File: src/hdl/tehp_pkg.sv
// ----------------------------------------------------------------------------
// Tiered eviction hint policy package
// Shared constants, codes and the control/status types that pass between the
// sequencer and the datapath.
// ----------------------------------------------------------------------------
`default_nettype none

package tehp_pkg;

  // Table geometry. Both entry counts are powers of two.
  localparam int HINT_ENTRIES    = 65536;
  localparam int COUNTER_ENTRIES = 16384;
  localparam int PAGE_SHIFT      = 21;

  localparam int HINT_AW = $clog2(HINT_ENTRIES);
  localparam int CNT_AW  = $clog2(COUNTER_ENTRIES);
  localparam int CLR_AW  = (HINT_AW > CNT_AW) ? HINT_AW : CNT_AW;

  // Counter hash shifts.
  localparam int HASH_SHIFT_LO = 6;
  localparam int HASH_SHIFT_HI = 18;

  localparam logic [7:0] COUNT_MAX = 8'd255;
  localparam logic [8:0] THRESHOLD_RESET = 9'd3;

  // Field widths.
  localparam int VA_W   = 64;
  localparam int STAT_W = 64;

  // Commands.
  localparam logic [1:0] CMD_ACTIVATE = 2'd0;
  localparam logic [1:0] CMD_SET_HINT = 2'd1;
  localparam logic [1:0] CMD_CLR_HINT = 2'd2;
  localparam logic [1:0] CMD_READ_STAT = 2'd3;

  // Tiers.
  localparam logic [1:0] TIER_DROP = 2'd0;
  localparam logic [1:0] TIER_PIN  = 2'd2;

  // Actions.
  localparam logic [1:0] ACT_STAY = 2'd0;
  localparam logic [1:0] ACT_HEAD = 2'd1;
  localparam logic [1:0] ACT_TAIL = 2'd2;

  // Event counters.
  localparam int EV_NUM        = 7;
  localparam int EV_ACTIVATE   = 0;
  localparam int EV_HINT_HIT   = 1;
  localparam int EV_TRASH_HEAD = 2;
  localparam int EV_HOT_TAIL   = 3;
  localparam int EV_COOL       = 4;
  localparam int EV_PROTECT    = 5;
  localparam int EV_HINT_MISS  = 6;

  typedef struct packed {
    logic              clear;      // clearing pass write
    logic [CLR_AW-1:0] clear_idx;
    logic              load;       // capture request and issue table reads
    logic              eval;       // resolve request and load the result register
  } dp_cmd_t;

  typedef struct packed {
    logic out_busy;                // result register holds a stalled result
  } dp_sts_t;

endpackage

`default_nettype wire

File: src/hdl/tehp_ctrl.sv
// ----------------------------------------------------------------------------
// Tiered eviction hint policy sequencer
// Runs the table clearing pass after reset, then steps each request through
// capture and evaluation.
// ----------------------------------------------------------------------------
`default_nettype none

module tehp_ctrl import tehp_pkg::*; (
  input  wire logic    clk,
  input  wire logic    rst,
  input  wire logic    in_valid,
  output logic         in_stall,
  input  wire dp_sts_t sts,
  output dp_cmd_t      cmd
);

  localparam logic [1:0] ST_CLEAR = 2'd0;
  localparam logic [1:0] ST_IDLE  = 2'd1;
  localparam logic [1:0] ST_EVAL  = 2'd2;

  localparam logic [CLR_AW-1:0] CLR_LAST = '1;

  logic [1:0]        state;
  logic [1:0]        state_next;
  logic [CLR_AW-1:0] clr;

  always_comb begin
    state_next = state;
    unique case (state)
      ST_CLEAR: begin
        if (clr == CLR_LAST) state_next = ST_IDLE;
      end
      ST_IDLE: begin
        if (in_valid) state_next = ST_EVAL;
      end
      ST_EVAL: begin
        if (!sts.out_busy) state_next = ST_IDLE;
      end
      default: state_next = ST_CLEAR;
    endcase
  end

  always_ff @(posedge clk) begin
    if (rst) begin
      state <= ST_CLEAR;
      clr   <= '0;
    end else begin
      state <= state_next;
      if (state == ST_CLEAR) clr <= clr + 1'b1;
    end
  end

  assign in_stall      = (state != ST_IDLE);
  assign cmd.clear     = (state == ST_CLEAR);
  assign cmd.clear_idx = clr;
  assign cmd.load      = (state == ST_IDLE) && in_valid;
  assign cmd.eval      = (state == ST_EVAL) && !sts.out_busy;

endmodule

`default_nettype wire

File: config.mk
export PLATFORM = sky130hd
export DESIGN_NAME = tehp_ctrl
export DESIGN_NICKNAME = d
export VERILOG_FILES = /design/src/hdl/tehp_pkg.sv /design/src/hdl/tehp_ctrl.sv
export SDC_FILE = /design/constraint.sdc
export NUM_CORES = 1
export LEC_CHECK = 0
export BUFFER_PORTS_ARGS = -buffer_cell sky130_fd_sc_hd__buf_4
export CORE_MARGIN = 4
export CORE_UTILIZATION = 55
export CTS_BUF_LIST = sky130_fd_sc_hd__clkbuf_4 sky130_fd_sc_hd__clkbuf_8
export CTS_CLUSTER_SIZE = 30
export DETAILED_ROUTE_END_ITERATION = 8
export MAX_ROUTING_LAYER = met4
export PLACE_DENSITY = 0.85
export SETUP_SLACK_MARGIN = 0.05
export SKIP_LAST_GASP = 1
export SYNTH_ARGS = -nofsm -noshare
export SYNTH_HDL_FRONTEND = slang
export SYNTH_SLANG_ARGS = --single-unit
export TNS_END_PERCENT = 20
File: constraint.sdc
create_clock -name clk -period 2.4 [get_ports clk]
set_input_delay 0.48 -clock clk [delete_from_list [all_inputs] [get_ports clk]]
set_output_delay 0.48 -clock clk [all_outputs]
set_load 0.1 [all_outputs]
# Word-level counts from Yosys, hierarchy flattened
# Index checks and enable logic that the tools add are counted.
[word_totals]
ff_bits = 18
latchBits = 0
ramBits = 0
mem_bits_ro = 0
input_bits = 4
out_inout_bits = 20
wordCells = 19
mem_count = 0
[classes]
addsub = 1
n_mul = 0
div_mod_pow = 0
magnitude_cmp = 0
n_eq_ne = 7
shifts = 0
n_mux = 4
n_bitwise = 0
reduce_logical = 5
[op_table]
columns = ["op", "count"]
rows = [
  ["$add A16 B1 Y16 const B", 1],
  ["$eq A16 B16 Y1 const B", 1],
  ["$mux W2", 3],
  ["$pmux W2 S3", 1],
  ["$ne A2 B1 Y1 const B", 2],
  ["$ne A2 B2 Y1 const B", 2],
  ["$reduce_and A3 Y1", 1],
  ["$eq A2 B1 Y1 const B", 1],
  ["$eq A2 B2 Y1 const B", 1],
  ["$logic_and A1 B1 Y1", 2],
  ["$logic_not A2 Y1", 1],
  ["$logic_not A1 Y1", 1],
]

# Depth between registers and ports, before layout
# Gate-level depths: netlist of the first run.
[depth]
ltp_word = 3
depth_mapped = 4
ltp_nobuf = 4

# Least setup slack after synthesis of the first run
# OpenSTA, ideal clock, no wires.
[synth_timing]
path_kind = "input -> output"
from = "input sts"
to = "output cmd[0] (netlist bit)"
arrival_time_ns = 2.720
required_ns = 1.920
path_slack_ns = -0.800
stages = 1
n_path_buf = 0
cell_sequence = "nor3b_1"
[synth_via]
elab_chain_cells = 2
[synth_lines]
columns = ["item", "line", "rtl"]
rows = [
  ["from (decl)", "tehp_ctrl.sv:13", "input wire dp_sts_t sts,"],
  ["$logic_not A1 Y1", "tehp_ctrl.sv:57", "assign cmd.eval = (state == ST_EVAL) && !sts.out_busy;"],
  ["$logic_and A1 B1 Y1", "tehp_ctrl.sv:57", ""],
  ["to (decl)", "tehp_ctrl.sv:14", "output dp_cmd_t cmd"],
]
# No other way between the ends.

==> results of run 1 <==
-- power by group through the flow --
stage	combinational, W	sequential (W)	clock (W)
floorplan	0.0000138	0.000346	0
global placement	0.0000593	0.000314	0
detailed placement	0.0000601	0.000315	0
CTS	0.0000602	0.000308	0.000147
global route	0.0000627	0.000309	0.000161
finish	0.0000597	0.000308	0.000146
-- layer usage --
| layer | share of wire [%] | vias to the layer above | global-route usage (%) |
|---|---|---|---|
| met3 | 5.7 | 2 | 3.52 |
| met2 | 50 | 19 | 33.8 |
| met5 | 0 | - | - |
| met1 | 43 | 367 | 23.2 |
| li1 | - | 372 | - |
| met4 | 0.73 | 0 | 7.18 |
-- flip-flops by register name (all words and copies together), names as in the netlist --
register,cells
clr,16
state,2
-- per-stage QoR --
stage,setup TNS (ps),area (µm²),power (W)
finish,0,1030,0.000513
global route,0,1030,0.000532
CTS,0,1030,0.000515
detailed placement,0,1010,0.000375
global placement,0,1010,0.000374
floorplan,-1010,828,0.000360
-- layout make-up --
class	count	area (µm²)	share of cell area (%)
multi-input combinational	71	453	43.8
sequential	18	360	34.8
timing repair buffer	23	173	16.7
clock buffer	3	22.5	2.18
tap	15	18.8	1.81
inverter	2	7.51	0.726
-- worst max-delay path, stage by stage (launching register included) --
cell and delay, ps:
dfxtp_1 480, or2b_1 270, nor2_1 130, buf_4 310
-- worst min-delay path by stage --
stage | slack, ps | from | cells after the start | end
3_3_place_gp | 490 | clr[15]$_SDFFE_PP0P_ | 2 | clr[15]$_SDFFE_PP0P_
2_1_floorplan | 590 | state[0]$_SDFFE_PP0P_ | 2 | state[0]$_SDFFE_PP0P_
5_1_grt | 500 | rst | 2 | clr[14]$_SDFFE_PP0P_
4_1_cts | 490 | rst | 2 | clr[14]$_SDFFE_PP0P_
6_report | 490 | rst | 2 | clr[14]$_SDFFE_PP0P_
3_5_place_dp | 490 | clr[15]$_SDFFE_PP0P_ | 2 | clr[15]$_SDFFE_PP0P_
-- cells in the final DEF, fill, tap and decap left out --
| master | instances |
|---|---|
| clkbuf_4 | 3 |
| nand4_4 | 1 |
| and4_4 | 1 |
| and4bb_2 | 1 |
| o31ai_1 | 1 |
| buf_4 | 23 |
| nand2_1 | 7 |
| and2_1 | 1 |
| nand4_2 | 1 |
| nand3_1 | 5 |
| or2b_1 | 1 |
| and3_1 | 2 |
| nand4_1 | 3 |
| o21ba_2 | 1 |
| dfxtp_1 | 18 |
| nor2_1 | 14 |
| ha_1 | 1 |
| or3_1 | 5 |
| xnor2_1 | 2 |
| nor3b_2 | 2 |
| a21oi_1 | 8 |
| inv_1 | 2 |
| xor2_1 | 8 |
| or4_1 | 1 |
| o21ai_0 | 5 |
-- logic make-up (layout without fill, tap and decap cells) --
group | after synthesis | after routing
AOI/OAI and AO/OA | 15 | 15
xor gates and xnor gates | 10 | 10
adders and majority gates | 1 | 1
buffers and inverters | 4 | 28
DFF | 18 | 18
and+or+nand+nor | 45 | 45
==> results.md, run 1 <==
- Hold WC Path Type: input pin to register
- Clock Pin Slew Worst Setup and Hold Paths: roughly 100 ps
- Crit Path Class: register to primary output
- EDFF count, synth: 0
- GRT Overall Usage: between 10% and 20%
- Simple-Gate Fraction of Synth Area: about 32%
- Max_slew headroom: 75.1%
- Number of remaining DRC errors: 0
- Worst Max-Slew Pin Slew: around 370 ps
- Netlist cell types: 25
- Antenna Nets Post-Route: 0
- R2r setup slk: 780 ps
- Initial antenna violation count: 0
- Reg2Reg Depth: 4
- Hold slack: approximately 500 ps
- CTS root buf: clkbuf_4
- Synthesized area: 823 µm²
- Flop pwr share: 59.9%
- Post-synth top cells: 18 x dfxtp_1, 14 x nor2_1, 8 x a21oi_1, 8 x xor2_1, 7 x nand2_1
- Worst setup margin: between 400 and 500 ps
- Max_cap viols: 0
- Maximum clock path buffer count: 2
- Worst R2R End: clr[15]$_SDFFE_PP0P_
- Tcrit/Tclk final: 81.7%
- Status: completed
- Total number of vias: between 700 and 800
- Worst r2r src: state[0]$_SDFFE_PP0P_
- Async SR Flop Fraction: 0%
- # IOs: 24
- Worst EP required: about 1900 ps
- Share of post-route cells with drive strength above 1: between 20% and 30%
- Leakage: around 0.44 nW
- Switching Fraction: a little over a quarter
- Die H: around 47 µm
- Placed cells: approximately 130
- Top FF cell, synth: dfxtp_1
- Worst VDD drop: roughly 0.33 mV
- Sequential-to-total area share from yosys stat: approximately 44%
- Routability congestion estimate: 0.770
- Complex-gate fraction of the synthesized area: about a tenth
- Final setup fails: 0
- Wire length per cell: approximately 13 µm
- Count leader, synth: dfxtp_1
- Worst-Skew Late Latency: approximately 290 ps
- Initial DRC Count: 14
- PD cells: between 400 and 500 mW/mm²
- Fin nets: about 120
- Cell taking the most area after synthesis: dfxtp_1
- Starting Density: 61.0%
- Hpwl dp: ~1300 µm
- Syn Area/Cell: a little under 9 µm²
- Crit path arrival time: ~1500 ps
- Logic pwr share: approximately 12%
- Multiplexer share of the synthesized area: 0%
- Post-CTS Setup Bufs: 0
- Largest family of logic cells by synthesized area: simple AND/OR/NAND/NOR gates
- Vias in the first global route: between 700 and 800
- Critical path launch point type: register
- Post-synthesis register bit count: 18
- Vias per std cell: ~5.8
- CTS buffer count: 3
- Routed wire length: around 1800 µm
- Worst setup EP type: primary output
- Die width: 46.7 µm
- Row cnt: 13
- Worst setup endpoint: cmd[1]
- Cells after Synth: 93
- Fin crit period: just under 2000 ps
- RSZ-0062 raised after global routing: false
- Synthesis-to-layout area growth: 25.7%
- Pins Over Slew Limit: 0
- Inserted Diodes: 0
- Finished Core Util: around three quarters
- Peak Freq: about 0.51 GHz
- Pre-antenna DRT Iters: 4
- # H-tree levels: 1
- Synth warn: 0
- Psw: ~0.00014 W
- Total gr overflow: 0
- Synth top area share: 43.8%
- Pin count of the biggest net entering global routing: 19
- Worst Path Max Fanout: 8
- Post-Place Worst Slack: 764 ps
- Core area: ~0.0014 mm²
- Synth Area in Adders: roughly 1.5%
- Post-route insts no fill: 132
- First-pass GRT wire length: between 3000 and 4000 µm
- Hold_buf cts: 0
- CTS resizes: 0
- IO buf count: 23
- TritonCTS clock tree: yes
- Syn_nets: 98
- Clock power share: roughly 28%
- Internal power: 0.000376 W
- CP startpoint: state[0]$_SDFFE_PP0P_
- Die ar.: around 0.0022 mm²
- Final Hold Viols: 0
- Post-Synth XOR/XNOR Area: a little over a tenth
- Clk sinks: 18
- Synth area leaders: dfxtp_1 44%, xor2_1 8.5%, nor2_1 6.4%
- Clk_skew: approximately 2.5 ps
- Fill cells: approximately 100
Power figures use the tool's default switching activity.
==> inputs of run 2 (changes only) <==
CORE_UTILIZATION = 47   (was 55)
PLACE_DENSITY = 0.77   (was 0.85)
clock period = 1.7 ns   (was 2.4 ns; I/O delays follow)
==> run 2 against run 1 <==
Against the previous run:
- sequential share of layout area down 0.82 points
- critical path depth shrank 1
- sequential power increased by 38%
- register-to-register slack got worse by 670 ps
- first-iteration DRC count down 50%
- clock skew down 0.81 ps
- design area up 15%
- via count is 0.39% lower
- die area up 14%
==> results.md, run 2 (synthesis results as in run 1) <==
- Worst path max stage delay: 450 ps (was 480 ps)
- Reg2Reg Depth: 5 (was 4)
- M1 GR Usage: 21.3% (was 23.2%)
- Dpl cell area: 0.00109 mm² (was 0.00101 mm²)
- Worst Max-Slew Pin Slew: 278 ps (was 373 ps)
- Worst-Skew Late Latency: 300 ps (was 290 ps)
- Commonest non-fill, non-tap cell in the layout: buf_4 (unchanged)
- Routed wire length: 1930 µm (was 1770 µm)
- Crit path cell chain: nor3b_4 > buf_4 (was or2b_1 > nor2_1 > buf_4)
- Inserted Diodes: 0 (unchanged)
- Hold WC Path Type: input pin to register (unchanged)
- Max_cap viols: 0 (unchanged)
- Hold_buf cts: 0 (unchanged)
- Synthesis-to-layout area growth: 44.4% (was 25.7%)
- Peak Freq: 0.612 GHz
- Final setup fails: 0 (unchanged)
- Max reg flops: 16 (unchanged)
- Hold_sp: rst (unchanged)
- Leakage: 0.494 nW (was 0.443 nW)
- Pin count of the biggest net entering global routing: 19 (unchanged)
- Crit path arrival time: 1290 ps (was 1480 ps)
- # IOs: 24 (unchanged)
- GRT Overall Usage: 17.6% (was 19.9%)
- Status: completed (unchanged)
- Die width: 49.9 µm (was 46.7 µm)
- Final Hold Viols: 0 (unchanged)
- Routability congestion estimate: 0.831 (was 0.770)
- Vias per std cell: 5.53 (was 5.76)
- Total number of vias: 757 (was 760)
- GR Util met2: 27.5% (was 33.8%)
- Hold worst-path end: clr[1]$_SDFFE_PP0P_ (was clr[14]$_SDFFE_PP0P_)
- Die H: 49.9 µm (was 46.7 µm)
- Hold Path Depth: 2 (unchanged)
- Number of remaining DRC errors: 0 (unchanged)
- Final instance area: 0.00119 mm² (was 0.00103 mm²)
- # H-tree levels: 1 (unchanged)
- Crit Path Class: register to primary output (unchanged)
- Worst EP required: 1360 ps (was 1920 ps)
- CTS buffer count: 3 (unchanged)
- Row cnt: 14 (was 13)
- Initial DRC Count: 7 (was 14)
- Worst Path Max Fanout: 8 (unchanged)
- Total gr overflow: 0 (unchanged)
- Pre-antenna DRT Iters: 4 (unchanged)
- Max_slew headroom: 81.4% (was 75.1%)
- Critical path launch point type: register (unchanged)
- PD cells: 656 mW/mm² (was 496 mW/mm²)
- Grt met3 use: 4.82% (was 3.52%)
- Starting Density: 52.2% (was 61.0%)
- Top Registers: clr x16, state x2 (unchanged)
- Fin crit period: between 1500 and 2000 ps
- Worst VDD drop: 0.641 mV (was 0.333 mV)
- Clock Pin Slew Worst Setup and Hold Paths: 100 ps (about the same)
- Hpwl dp: 1350 µm (was 1290 µm)
- Worst setup EP type: primary output (unchanged)
- CTS root buf: clkbuf_4 (unchanged)
- First-pass GRT wire length: 3270 µm (was 3060 µm)
- Share of post-route cells with drive strength above 1: 47.1% (was 28.2%)
- Fin nets: 127 (was 124)
- TritonCTS clock tree: yes (unchanged)
- Setup_tns: 0 ps (unchanged)
- RSZ-0062 raised after global routing: true (was false)
- Initial antenna violation count: 0 (unchanged)
- Maximum clock path buffer count: 2 (unchanged)
- IO buf count: 23 (unchanged)
- Antenna Nets Post-Route: 0 (unchanged)
- Commonest non-fill, non-tap cells in the layout: 23 x buf_4, 12 x nor2_1, 9 x dfxtp_4 (was 23 x buf_4, 18 x dfxtp_1, 14 x nor2_1, 8 x xor2_1, 8 x a21oi_1)
- Worst r2r src: state[0]$_SDFFE_PP0P_ (unchanged)
- Die ar.: 0.00249 mm² (was 0.00218 mm²)
- Slowest-stage cell, CP: dfxtp_2 (was dfxtp_1)
- Busiest layer in global routing: met2 (unchanged)
- Clk_skew: 1.71 ps (was 2.51 ps)
- R2r setup slk: 110 ps (was 780 ps)
- Core area: 0.00158 mm² (was 0.00135 mm²)
- Worst R2R End: state[0]$_SDFFE_PP0P_ (was clr[15]$_SDFFE_PP0P_)
- Tcrit/Tclk final: between 90 and 100%
- Largest Register: clr (unchanged)
- Vias in the first global route: 732 (was 704)
- Clk sinks: 18 (unchanged)
- Pins Over Slew Limit: 0 (unchanged)
- Wire length per cell: 14.1 µm (was 13.4 µm)
[run 2: cell types whose count changed in the layout (fill, tap and decap cells not counted), sizes merged]
cell	delta
buf	+3
clkbuf	+1
[run 2: critical path, delay by kind of cell (launching register included)]
family / cells / cell delay, ps
buffers and inverters: 1 / 320
flip-flops: 1 / 450
AND/OR/NAND/NOR: 1 / 230
[run 2: report_power, final]
part / internal [W] / switching, W / total (W) / leakage, nW
clock: 0.000131 / 0.000138 / 0.000269 / 0.0210
combinational: 0.0000208 / 0.0000653 / 0.0000861 / 0.317
sequential: 0.000418 / 0.00000703 / 0.000425 / 0.156
[run 2: cell type report]
type / instances / area, µm²
multi-input cells: 71 / 497
flip-flops and latches: 18 / 404
inverters: 2 / 7.51
clock buffers: 4 / 36.3
repair buffers: 26 / 224
fillers: 122 / 388
well taps: 16 / 20.0
[run 2: per-stage QoR]
step	utilization [%]	cells	hold WS, ps	worst slack (ps)	total power, W
after detailed placement	69.1	131	495	208	0.000521
after CTS	73.5	136	327	52.1	0.000783
after global routing	75.4	137	321	3.90	0.000820
after floorplan	-	93	577	11.1	0.000500
final	75.4	137	323	65.0	0.000780
after global placement	69.1	131	486	230	0.000519
[run 2: worst max-delay path by stage]
stage                                startpoint               endpoint  slack, ps  cells past startpoint
after floorplan             clr[8]$_SDFFE_PP0P_   clr[15]$_SDFFE_PP0P_         10                      4
after global placement    state[1]$_SDFFE_PP0P_  state[0]$_SDFFE_PP0P_        230                      4
after detailed placement  state[1]$_SDFFE_PP0P_  state[0]$_SDFFE_PP0P_        210                      4
after CTS                 state[0]$_SDFFE_PP0P_                 cmd[1]         50                      3
after global routing      state[0]$_SDFFE_PP0P_                 cmd[1]          4                      3
final                     state[1]$_SDFFE_PP0P_                 cmd[0]         70                      2
[run 2: repair_timing]
action / in CTS / in global routing
setup buffers: 1 / 1
resized for setup: 3 / 4
pin swaps: 0 / 1
endpoints found under the setup margin: 1 / 8
[run 2: routing by layer]
metal	share of wire, %	routed length (µm)
met5	0	0
met2	49	948
met1	45	863
met4	1.8	35
met3	4.4	86
